## src/rtl/core/rlpws_pkg.sv

```systemverilog
// Shared types, constants and the colour byte reorder function for the
// pulse-width LED serializer. No dependencies.
`timescale 1ns / 1ps

package rlpws_pkg;

  localparam int FRAME_BITS      = 24;
  localparam int BITS_LEFT_W     = 5;
  localparam int COUNT_WIDTH_DEF = 8;
  localparam int CFG_IDX_W       = 3;

  localparam logic [2:0] ORDER_RST     = 3'd5;
  localparam logic [7:0] ONE_HIGH_RST  = 8'd13;
  localparam logic [7:0] ONE_LOW_RST   = 8'd7;
  localparam logic [7:0] ZERO_HIGH_RST = 8'd6;
  localparam logic [7:0] ZERO_LOW_RST  = 8'd14;

  typedef enum logic [CFG_IDX_W-1:0] {
    REG_COLOR_ORDER = 3'd0,
    REG_ONE_HIGH    = 3'd1,
    REG_ONE_LOW     = 3'd2,
    REG_ZERO_HIGH   = 3'd3,
    REG_ZERO_LOW    = 3'd4
  } cfg_reg_t;

  typedef enum logic [2:0] {
    ORDER_RGB = 3'd0,
    ORDER_BGR = 3'd1,
    ORDER_BRG = 3'd2,
    ORDER_RBG = 3'd3,
    ORDER_GBR = 3'd4,
    ORDER_GRB = 3'd5
  } color_order_t;

  typedef enum logic [2:0] {
    PH_IDLE = 3'b001,
    PH_HIGH = 3'b010,
    PH_LOW  = 3'b100
  } phase_t;

  typedef struct packed {
    logic                   found;
    logic [FRAME_BITS-1:0]  shift_bits;
    logic [BITS_LEFT_W-1:0] bits_left;
  } seek_res_t;

  function automatic logic [FRAME_BITS-1:0] reorder(input logic [2:0] order,
                                                     input logic [FRAME_BITS-1:0] c);
    logic [7:0] r;
    logic [7:0] g;
    logic [7:0] b;
    logic [FRAME_BITS-1:0] res;
    r = c[23:16];
    g = c[15:8];
    b = c[7:0];
    unique case (order)
      ORDER_RGB: res = {r, g, b};
      ORDER_BGR: res = {b, g, r};
      ORDER_BRG: res = {b, r, g};
      ORDER_RBG: res = {r, b, g};
      ORDER_GBR: res = {g, b, r};
      default:   res = {g, r, b};
    endcase
    return res;
  endfunction

endpackage

```

## src/rtl/core/rlpws_bit_seek.sv

```systemverilog
// Finds the next remaining frame bit that has a non-empty pulse and aligns it
// to the top of the shift word. Depends on rlpws_pkg.
`timescale 1ns / 1ps

module rlpws_bit_seek
  import rlpws_pkg::*;
(
  input  logic [FRAME_BITS-1:0]  shift_bits,
  input  logic [BITS_LEFT_W-1:0] bits_left,
  input  logic                   live_one,
  input  logic                   live_zero,
  output seek_res_t              res
);

  logic [FRAME_BITS-1:0]  live;
  logic [BITS_LEFT_W-1:0] idx;

  always_comb begin
    for (int k = 0; k < FRAME_BITS; k++) begin
      live[k] = (BITS_LEFT_W'(k) < bits_left) &&
                (shift_bits[FRAME_BITS-1-k] ? live_one : live_zero);
    end
  end

  // lowest set position wins
  always_comb begin
    idx = '0;
    for (int k = FRAME_BITS - 1; k >= 0; k--) begin
      if (live[k]) begin
        idx = BITS_LEFT_W'(k);
      end
    end
  end

  assign res.found      = |live;
  assign res.shift_bits = shift_bits << idx;
  assign res.bits_left  = bits_left - idx;

endmodule

```

## src/rtl/core/rgb_led_pulse_width_serializer.sv

```systemverilog
// Top level of the pulse-width LED serializer: input stage, frame state,
// configuration registers and result register. Depends on rlpws_pkg, rlpws_bit_seek.
`timescale 1ns / 1ps

// Each input transaction is either a colour load (tuser 0) or one line tick
// (tuser 1) and yields exactly one result transaction carrying the line level,
// busy, frame-done and load-rejected flags. One transaction is taken per clock
// cycle while the output is not stalled: an input register and a result
// register bracket a single pass of logic.
// Bits whose high and low lengths are both zero are skipped on the same
// transaction by a 24-bit priority search. Phase lengths above the
// COUNT_WIDTH counter maximum saturate. A load while a frame is in progress is
// dropped and flagged. Configuration writes are taken at any time with
// cfg_ready held high and should be made while the block is idle.
module rgb_led_pulse_width_serializer
  import rlpws_pkg::*;
#(
  parameter int COUNT_WIDTH = COUNT_WIDTH_DEF
) (
  input  logic                 clk,
  input  logic                 rst_n,
  input  logic                 in_tvalid,
  output logic                 in_tready,
  input  logic [23:0]          in_tdata,   // [23:0] colour
  input  logic [0:0]           in_tuser,   // [0] cmd
  output logic                 out_tvalid,
  input  logic                 out_tready,
  output logic [7:0]           out_tdata,  // [0] line_level, [1] busy_res,
                                           // [2] frame_done, [3] load_rejected
  input  logic                 cfg_valid,
  output logic                 cfg_ready,
  input  logic [CFG_IDX_W-1:0] cfg_index,
  input  logic [7:0]           cfg_data
);

  localparam int LW = (COUNT_WIDTH > 8) ? COUNT_WIDTH : 8;
  localparam logic [LW-1:0] CAP = LW'((1 << COUNT_WIDTH) - 1);

  function automatic logic [COUNT_WIDTH-1:0] clamp_len(input logic [7:0] v);
    logic [LW-1:0] vx;
    vx = LW'(v);
    return (vx > CAP) ? COUNT_WIDTH'(CAP) : COUNT_WIDTH'(vx);
  endfunction

  // configuration
  logic [2:0] color_order_r;
  logic [7:0] one_high_r, one_low_r, zero_high_r, zero_low_r;

  assign cfg_ready = 1'b1;

  always_ff @(posedge clk) begin
    if (!rst_n) begin
      color_order_r <= ORDER_RST;
      one_high_r    <= ONE_HIGH_RST;
      one_low_r     <= ONE_LOW_RST;
      zero_high_r   <= ZERO_HIGH_RST;
      zero_low_r    <= ZERO_LOW_RST;
    end else if (cfg_valid) begin
      unique case (cfg_index)
        REG_COLOR_ORDER: color_order_r <= cfg_data[2:0];
        REG_ONE_HIGH:    one_high_r    <= cfg_data;
        REG_ONE_LOW:     one_low_r     <= cfg_data;
        REG_ZERO_HIGH:   zero_high_r   <= cfg_data;
        REG_ZERO_LOW:    zero_low_r    <= cfg_data;
        default: ;
      endcase
    end
  end

  // input stage
  logic        in_vld_r;
  logic        cmd_r;
  logic [23:0] color_r;
  logic        out_vld_r;
  logic [7:0]  out_data_r;
  logic        adv;
  logic        fire;

  assign adv       = !out_vld_r || out_tready;
  assign fire      = in_vld_r && adv;
  assign in_tready = !in_vld_r || adv;

  always_ff @(posedge clk) begin
    if (!rst_n) begin
      in_vld_r <= 1'b0;
    end else if (in_tready) begin
      in_vld_r <= in_tvalid;
    end
  end

  always_ff @(posedge clk) begin
    if (in_tready && in_tvalid) begin
      cmd_r   <= in_tuser[0];
      color_r <= in_tdata;
    end
  end

  // frame state
  phase_t                 phase_r, phase_nxt;
  logic [FRAME_BITS-1:0]  shift_r, shift_nxt;
  logic [BITS_LEFT_W-1:0] left_r, left_nxt;
  logic [COUNT_WIDTH-1:0] ticks_r, ticks_nxt;

  logic [COUNT_WIDTH-1:0] oh_len, ol_len, zh_len, zl_len;
  logic                   live_one, live_zero;
  logic [FRAME_BITS-1:0]  seek_shift;
  logic [BITS_LEFT_W-1:0] seek_left;
  seek_res_t              seek;
  logic                   do_enter;
  logic [COUNT_WIDTH-1:0] ticks_dec;
  logic [COUNT_WIDTH-1:0] cur_low;
  logic [COUNT_WIDTH-1:0] ent_high;
  logic [COUNT_WIDTH-1:0] ent_low;
  logic                   level, done, rejected;

  assign oh_len    = clamp_len(one_high_r);
  assign ol_len    = clamp_len(one_low_r);
  assign zh_len    = clamp_len(zero_high_r);
  assign zl_len    = clamp_len(zero_low_r);
  assign live_one  = (oh_len != '0) || (ol_len != '0);
  assign live_zero = (zh_len != '0) || (zl_len != '0);

  always_comb begin
    if (!cmd_r) begin
      seek_shift = reorder(color_order_r, color_r);
      seek_left  = BITS_LEFT_W'(FRAME_BITS);
    end else begin
      seek_shift = shift_r << 1;
      seek_left  = (left_r != '0) ? left_r - BITS_LEFT_W'(1) : left_r;
    end
  end

  rlpws_bit_seek u_seek (
    .shift_bits (seek_shift),
    .bits_left  (seek_left),
    .live_one   (live_one),
    .live_zero  (live_zero),
    .res        (seek)
  );

  assign ticks_dec = (ticks_r != '0) ? ticks_r - COUNT_WIDTH'(1) : ticks_r;
  assign cur_low   = shift_r[FRAME_BITS-1] ? ol_len : zl_len;
  assign ent_high  = seek.shift_bits[FRAME_BITS-1] ? oh_len : zh_len;
  assign ent_low   = seek.shift_bits[FRAME_BITS-1] ? ol_len : zl_len;

  always_comb begin
    phase_nxt = phase_r;
    shift_nxt = shift_r;
    left_nxt  = left_r;
    ticks_nxt = ticks_r;
    do_enter  = 1'b0;
    level     = (phase_r == PH_HIGH);
    rejected  = 1'b0;
    if (!cmd_r) begin
      if (phase_r != PH_IDLE) begin
        rejected = 1'b1;
      end else begin
        do_enter = 1'b1;
      end
    end else if (phase_r != PH_IDLE) begin
      ticks_nxt = ticks_dec;
      if (ticks_dec == '0) begin
        if (phase_r == PH_HIGH && cur_low != '0) begin
          phase_nxt = PH_LOW;
          ticks_nxt = cur_low;
        end else begin
          do_enter = 1'b1;
        end
      end
    end
    if (do_enter) begin
      if (seek.found) begin
        shift_nxt = seek.shift_bits;
        left_nxt  = seek.bits_left;
        if (ent_high != '0) begin
          phase_nxt = PH_HIGH;
          ticks_nxt = ent_high;
        end else begin
          phase_nxt = PH_LOW;
          ticks_nxt = ent_low;
        end
      end else begin
        phase_nxt = PH_IDLE;
        shift_nxt = '0;
        left_nxt  = '0;
        ticks_nxt = '0;
      end
    end
    done = do_enter && !seek.found;
  end

  always_ff @(posedge clk) begin
    if (!rst_n) begin
      phase_r <= PH_IDLE;
      shift_r <= '0;
      left_r  <= '0;
      ticks_r <= '0;
    end else if (fire) begin
      phase_r <= phase_nxt;
      shift_r <= shift_nxt;
      left_r  <= left_nxt;
      ticks_r <= ticks_nxt;
    end
  end

  // result register
  always_ff @(posedge clk) begin
    if (!rst_n) begin
      out_vld_r <= 1'b0;
    end else if (adv) begin
      out_vld_r <= in_vld_r;
    end
  end

  always_ff @(posedge clk) begin
    if (fire) begin
      out_data_r <= {4'b0000, rejected, done, (phase_nxt != PH_IDLE), level};
    end
  end

  assign out_tvalid = out_vld_r;
  assign out_tdata  = out_data_r;

endmodule

```

## config.mk

```make
export PLATFORM = sky130hd
export DESIGN_NAME = rgb_led_pulse_width_serializer
export DESIGN_NICKNAME = d
export VERILOG_FILES = /design/src/rtl/core/rlpws_pkg.sv /design/src/rtl/core/rlpws_bit_seek.sv /design/src/rtl/core/rgb_led_pulse_width_serializer.sv
export SDC_FILE = /design/constraint.sdc
export NUM_CORES = 1
export LEC_CHECK = 0
export BUFFER_PORTS_ARGS = -buffer_cell sky130_fd_sc_hd__buf_4
export CORE_MARGIN = 4
export CORE_UTILIZATION = 31
export CTS_CLUSTER_DIAMETER = 40
export DETAILED_ROUTE_END_ITERATION = 8
export SLEW_MARGIN = 10
export SYNTH_ARGS = -nofsm -noshare
export SYNTH_HDL_FRONTEND = slang
export SYNTH_SLANG_ARGS = --single-unit
```

## constraint.sdc

```tcl
create_clock -name clk -period 9.6 [get_ports clk]
set_input_delay 0.48 -clock clk [delete_from_list [all_inputs] [get_ports clk]]
set_output_delay 0.48 -clock clk [all_outputs]
set_load 0.01 [all_outputs]
```

-- Yosys cells after proc, flatten, opt, wreduce, memory -nomap -nowiden
Index checks and enable logic that the tools add are counted.
- register bits after elaboration: 106
- input bits: 41
- output and inout bits: 11
- logic and storage cells: 196
- add/sub/neg operators: 3
- $lt $le $gt $ge: 28
- eq/ne operators: 11
- shifts and indexed selects: 1
- mux-type cells: 82
- reductions and logical operators: 56
- operators by type and width (operator ; number):
    $mux 5 ; 27
    $mux 8 ; 15
    $pmux 24 s5 ; 1
    $reduce_bool 8->1 ; 7
    $mux 24 ; 2
    $lt 4x5->1 const A ; 8
    $lt 5x5->1 const A ; 8
    $gt 8x8->1 const B ; 4
    $mux 1 ; 30
    $logic_and 1x1->1 ; 28
    $reduce_or 24->1 ; 1
    $shl 24x5->24 ; 1
    $mux 3 ; 7
    $lt 3x5->1 const A ; 4
    $eq 3x2->1 const B ; 5
    $reduce_and 2->1 ; 6
    $lt 1x5->1 const A ; 2
    $lt 2x5->1 const A ; 2
    $logic_not 8->1 ; 1
    $sub 8x1->8 const B ; 1
    $eq 3x1->1 const B ; 2
    $eq 3x3->1 const B ; 2
    $logic_not 3->1 ; 2
    $ne 3x1->1 const B ; 2
    7 further kinds ; 13

-- Depth between registers and ports, before layout
- word-level depth: 37
- gate-level depth with buffers: 25

-- Hierarchy
From an unflattened synthesis, not the netlist that was laid out.
- cell total of the unflattened synthesis: 1065
- area, all modules: 8470.6 µm²
- by module, submodules not included (module ; times used ; cells an instance ; area each (µm²)):
    rgb_led_pulse_width_serializer ; 1 ; 687 ; 5781.8
    rlpws_bit_seek ; 1 ; 378 ; 2688.8

-- Worst setup path after synthesis
No wires, ideal clock.
- path type: register -> register
- from: register left_r[0]
- to: register left_r[4]
- library setup time: 0.059 ns
- data arrival time: 5.032 ns
- setup slack: 4.510 ns
- cell stages (with the launch flop): 26
- clock period less this slack: 5.090 ns
- cell sequence: dfxtp_1 -> buf_2 -> inv_1 -> ha_1 -> nor3b_1 -> o21ai_1 -> or4_1 -> clkbuf_1 -> a21oi_1 -> a211oi_1 -> a21oi_1 -> o41ai_1 -> o21a_1 -> a41oi_1 -> buf_1 -> clkbuf_1 -> buf_2 -> ha_1 -> inv_1 -> fa_1 -> a21o_1 -> a21oi_1 -> xnor2_1 -> nand2_1 -> o211ai_1 -> o211a_1
- cells in the longest elaborated chain, start to end: 31
- elaborated cells on any way between the ends: 79
- RTL lines (item ; line ; text):
    start, declared ; rgb_led_pulse_width_serializer.sv:101 ; logic [BITS_LEFT_W-1:0] left_r, left_nxt;
    start signal, assigned ; rgb_led_pulse_width_serializer.sv:201 ; left_r <= left_nxt;
    $sub 5x1->5 or $reduce_bool 5->1 (tied branches) ; rgb_led_pulse_width_serializer.sv:129 ; seek_left = (left_r != '0) ? left_r - BITS_LEFT_W'(1) : left_r;
    $mux 5 * ; rgb_led_pulse_width_serializer.sv:129 ;
    $mux 5 * ; rgb_led_pulse_width_serializer.sv:124 ; if (!cmd_r) begin
    $lt 5x5->1 ; rlpws_bit_seek.sv:20 ; live[k] = (BITS_LEFT_W'(k) < bits_left) &&
    $logic_and 1x1->1 ; rlpws_bit_seek.sv:20 ;
    $mux 5 (24 in series) ; rlpws_bit_seek.sv:29 ; if (live[k]) begin
    $sub 5x5->5 ; rlpws_bit_seek.sv:37 ; assign res.bits_left = bits_left - idx;
    $mux 5 * ; rgb_led_pulse_width_serializer.sv:172 ; if (seek.found) begin
Mark *: on every way between the ends. The rest lies on a longest branch, timed or not.
A chain may end at the register's enable or synchronous reset.

-- Final worst setup path
- from: register left_r[0]
- to: register ticks_r[4]
- cells in the longest elaborated chain, start to end: 35
- elaborated cells on any way between the ends: 84
- RTL lines (item ; line ; text):
    $sub 5x1->5 or $reduce_bool 5->1 (tied branches) ; rgb_led_pulse_width_serializer.sv:129 ;
    $mux 5 * ; rgb_led_pulse_width_serializer.sv:129 ;
    $mux 5 * ; rgb_led_pulse_width_serializer.sv:124 ;
    $lt 5x5->1 ; rlpws_bit_seek.sv:20 ;
    $logic_and 1x1->1 ; rlpws_bit_seek.sv:20 ;
    $mux 5 (24 in series) ; rlpws_bit_seek.sv:29 ;
    $shl 24x5->24 ; rlpws_bit_seek.sv:36 ; assign res.shift_bits = shift_bits << idx;
    $mux 8 ; rgb_led_pulse_width_serializer.sv:143 ; assign ent_high = seek.shift_bits[FRAME_BITS-1] ? oh_len : zh_len;
    $reduce_bool 8->1 ; rgb_led_pulse_width_serializer.sv:175 ; if (ent_high != '0) begin
    $mux 8 ; rgb_led_pulse_width_serializer.sv:175 ;
    $mux 8 * ; rgb_led_pulse_width_serializer.sv:172 ;
    $mux 8 * ; rgb_led_pulse_width_serializer.sv:171 ; if (do_enter) begin
    end signal, assigned ; rgb_led_pulse_width_serializer.sv:202 ; ticks_r <= ticks_nxt;
    end, declared ; rgb_led_pulse_width_serializer.sv:102 ; logic [COUNT_WIDTH-1:0] ticks_r, ticks_nxt;
Marked as above.

==> out/summary.txt <==
DIE
--------------------------------------------------------------------------------------
Area enclosed by the die boundary .......................................   28600 um^2
Number of placed I/O pins ...............................................           52
Core box area ...........................................................   25300 um^2
Number of placement rows ................................................           58
Die Span X ..............................................................       169 um
Vert. Die Dim ...........................................................       169 um
Initial Utilization .....................................................        0.318

LOGIC SYNTHESIS
--------------------------------------------------------------------------------------
Synth async-reset ratio .................................................            0
Count of warnings emitted by yosys ......................................            0
Xor-xnor portion of the synthesized cell area ...........................      0.00995
Share of synthesized area spent on multiplexers .........................        0.135
Post-synthesis average cell area ........................................    8.08 um^2
Cell types with the largest area share after synthesis .................. dfxtp_1, edfxtp_1, mux2i_1, nand2_1, a21oi_1
Number of flops mapped to enable cells by yosys .........................           29
Top-area cell type share of the netlist area ............................        0.192
Sequential area share after synthesis ...................................        0.300
Post-Synth Simple-Gate Area .............................................        0.209
Synthesized flop and latch total ........................................          106
Share of the synthesized area in compound gates (AO/OA/AOI/OAI) .........        0.280
Main synth FF type ......................................................      dfxtp_1
Synth Area in Adders ....................................................       0.0134
Largest family of logic cells by synthesized area ....................... compound AO/OA/AOI/OAI gates
Cell taking the most area after synthesis ...............................      dfxtp_1
Cell Area, Synth ........................................................    8050 um^2
Number of unique standard cell types used by synthesis ..................           92
Number of instances in the synthesized netlist ..........................          996

CTS
--------------------------------------------------------------------------------------
Hold-fix buffer count after cts .........................................            0
Post-CTS Setup Bufs .....................................................            0
Clock slew at the register clock pins of the worst setup and hold paths .      0.08 ns
Number of levels the H-tree was split into ..............................            3
Sinks on the clock net ..................................................          106
Clock buffer count from CTS .............................................            9
Max Buffers Root-to-Sink ................................................            2
Worst skew pair latency .................................................      0.37 ns
Cell at the root of the clock tree ......................................    clkbuf_16
Cells resized by post-CTS repair ........................................            0
Clock tree from TritonCTS ...............................................        built

DRT
--------------------------------------------------------------------------------------
Routed wire length ......................................................     26200 um
Iter 0 DRT Violations ...................................................          794
Total DRC errors in the routed layout ...................................            0
ANT nets after route ....................................................            0
Number of detailed-routing iterations run before antenna repair .........            7
Mean routed wirelength per cell .........................................      19.7 um
DR vias/cell ............................................................         5.80
Total via count after detailed routing ..................................         7729

CELLS AND AREA
--------------------------------------------------------------------------------------
Synth-to-layout area growth .............................................        10.8%
NumNets Final ...........................................................         1046
Core occupancy in the finished layout ...................................        0.352
Share of post-route cells with drive strength above 1 ...................        0.137
Filler cells ............................................................         2593
Diode count .............................................................            0

GLOBAL ROUTING
--------------------------------------------------------------------------------------
Remaining global-route overflow .........................................            0
Antenna violations before repair ........................................            0
Maximum number of pins on one net before global-route repair ............           51
Via count of the first global-routing pass ..............................         7152
First-pass GRT wire length ..............................................     40400 um
Tot GR Track Use ........................................................        0.177

WORST HOLD PATH
--------------------------------------------------------------------------------------
Worst min-delay path category ........................................... input port to flip-flop

STA
--------------------------------------------------------------------------------------
Setup violation total in the final timing report ........................            0
Final TNS setup .........................................................         0 ns
Max-slew headroom at the worst pin ......................................        0.168
Final clock period utilization by the worst path ........................        0.686
Shortest period the worst path allows ...................................      6.59 ns
RSZ-0062 raised after global routing ....................................        false
Final Hold Viols ........................................................            0
FMAX ....................................................................      152 MHz
Fin. max-slew vios ......................................................            0
Setup Skew ..............................................................    0.0109 ns
Worst-Margin Slew .......................................................      1.24 ns

SETUP PATH
--------------------------------------------------------------------------------------
Data required time of the critical path .................................      9.88 ns
Endpoint class of the critical path .....................................    flip-flop
CP arrival ..............................................................      6.87 ns
Worst-path fanout max ...................................................           27
Worst setup path class .................................................. flip-flop to flip-flop
Element type at the critical path start .................................    flip-flop

POWER AND IR DROP
--------------------------------------------------------------------------------------
VDD IR max ..............................................................   0.000113 V
Leakage .................................................................   0.00329 uW
Pwr/cell area ...........................................................  204 nW/um^2

RUN STATUS
--------------------------------------------------------------------------------------
Result of the run ....................................................... complete, no violations

PLACEMENT
--------------------------------------------------------------------------------------
RD Place Congestion .....................................................        0.977
Number of I/O port buffers ..............................................           46
HPWL after DPL ..........................................................     19800 um

RUN
--------------------------------------------------------------------------------------
Number of violations of the max-capacitance limit .......................            0

-- registers in the layout, indices dropped and copies added, names as in the netlist, 4 cells and up --
| name | flops |
|---|---|
| color_r | 24 |
| shift_r | 24 |
| one_high_r | 8 |
| one_low_r | 8 |
| ticks_r | 8 |
| zero_high_r | 8 |
| zero_low_r | 8 |
| left_r | 5 |
| out_tdata | 4 |
-- worst max-delay path, stage by stage, from the launching register on --
cell       delay [ns]
dfxtp_1          0.54
inv_1            0.11
ha_1             0.26
nor2b_1          0.14
nor3b_1          0.88
nor2_1           0.30
a2111oi_0        0.60
a21o_1           0.15
or3b_4           0.14
a311oi_4         0.14
nor2_2           0.63
clkinv_2         0.55
mux2i_1          0.22
mux2_2           0.32
mux2_4           0.31
a221oi_4         0.64
mux2_2           0.42
o22ai_1          0.14
-- cells in the final DEF, fill, tap and decap left out, types with 9 or more instances in the layout --
cell	synthesis	routed
o21ai_0	57	57
mux2_2	26	26
and2_1	13	13
nand3_1	31	31
clkbuf_16	0	9
nor4_1	10	10
nor3_1	26	26
a211oi_1	22	22
dfxtp_1	77	77
nor2_1	67	67
a21oi_1	96	96
nand2_1	132	132
buf_4	7	58
inv_1	19	19
a221oi_1	11	11
o22ai_1	13	13
nor2b_1	14	14
a22oi_1	15	15
o211ai_1	13	13
nand2b_1	11	11
mux2i_1	74	74
edfxtp_1	29	29
-- worst paths after layout --
path / start / end / slack (ns) / depth (start not counted)
setup / recovery: left_r[0]$_SDFFE_PN0P_ / ticks_r[4]$_SDFFE_PN0P_ / 3.01 / 17
hold / removal: in_tdata[2] / color_r[2]$_DFFE_PP_ / 0.29 / 1
setup reg to reg: left_r[0]$_SDFFE_PN0P_ / ticks_r[4]$_SDFFE_PN0P_ / 3.01 / 17
hold reg to reg: shift_r[12]$_SDFFE_PN0P_ / shift_r[12]$_SDFFE_PN0P_ / 0.48 / 1
-- layout make-up --
class,instances,area [um^2],area share
Inverter,21,80.1,0.00898
Timing Repair Buffer,58,435,0.0488
Clock inverter,7,88.8,0.00996
Clock buffer,9,225,0.0253
Sequential cell,106,2410,0.271
Multi-Input combinational cell,801,5260,0.590
Tap cell,330,413,0.0463
-- stage by stage --
step | hold WS, ns | setup WS, ns | power [uW] | instances | cell area, um^2
after floorplan | 0.432 | 4.51 | 1210 | 999 | 8060
after global placement | 0.456 | 3.35 | 1420 | 1316 | 8600
after detailed placement | 0.462 | 3.12 | 1420 | 1316 | 8600
after CTS | 0.277 | 3.09 | 1810 | 1332 | 8920
after global routing | 0.276 | 2.53 | 1930 | 1332 | 8920
final | 0.290 | 3.01 | 1820 | 1332 | 8920
-- power breakdown --
group | switching (uW) | internal, uW
clock | 201 | 190
sequential | 44.9 | 495
combinational | 533 | 352
-- cell usage after synthesis (7+ instances only) --
| library cell | instances |
|---|---|
| nand2_1 | 132 |
| a21oi_1 | 96 |
| dfxtp_1 | 77 |
| mux2i_1 | 74 |
| nor2_1 | 67 |
| o21ai_0 | 57 |
| clkbuf_1 | 38 |
| nand3_1 | 31 |
| edfxtp_1 | 29 |
| mux2_2 | 26 |
| nor3_1 | 26 |
| a211oi_1 | 22 |
| inv_1 | 19 |
| buf_2 | 16 |
| a22oi_1 | 15 |
| nor2b_1 | 14 |
| and2_1 | 13 |
| o211ai_1 | 13 |
| o22ai_1 | 13 |
| a221oi_1 | 11 |
| nand2b_1 | 11 |
| nor4_1 | 10 |
| a21o_1 | 8 |
| a31oi_1 | 8 |
| and3_1 | 8 |
| o2bb2ai_1 | 8 |
| buf_1 | 7 |
| buf_4 | 7 |
| ha_1 | 7 |
| o21ai_1 | 7 |
| o221ai_1 | 7 |
-- layer usage --
metal	track usage	up-vias	share of wire
met5	0	-	0
met4	0.0648	0	0.034
met3	0.0194	62	0.056
met2	0.281	326	0.45
met1	0.248	3610	0.46
li1	-	3731	-
-- logic make-up after synthesis --
| kind of cell | Yosys count |
|---|---|
| other | 2 |
| AOI/OAI and AO/OA | 328 |
| muxes | 104 |
| DFF | 106 |
| buffers and inverters | 92 |
| adders and majority gates | 8 |
| and+or+nand+nor | 349 |
| xor gates and xnor gates | 7 |
Power figures use the tool's default switching activity.
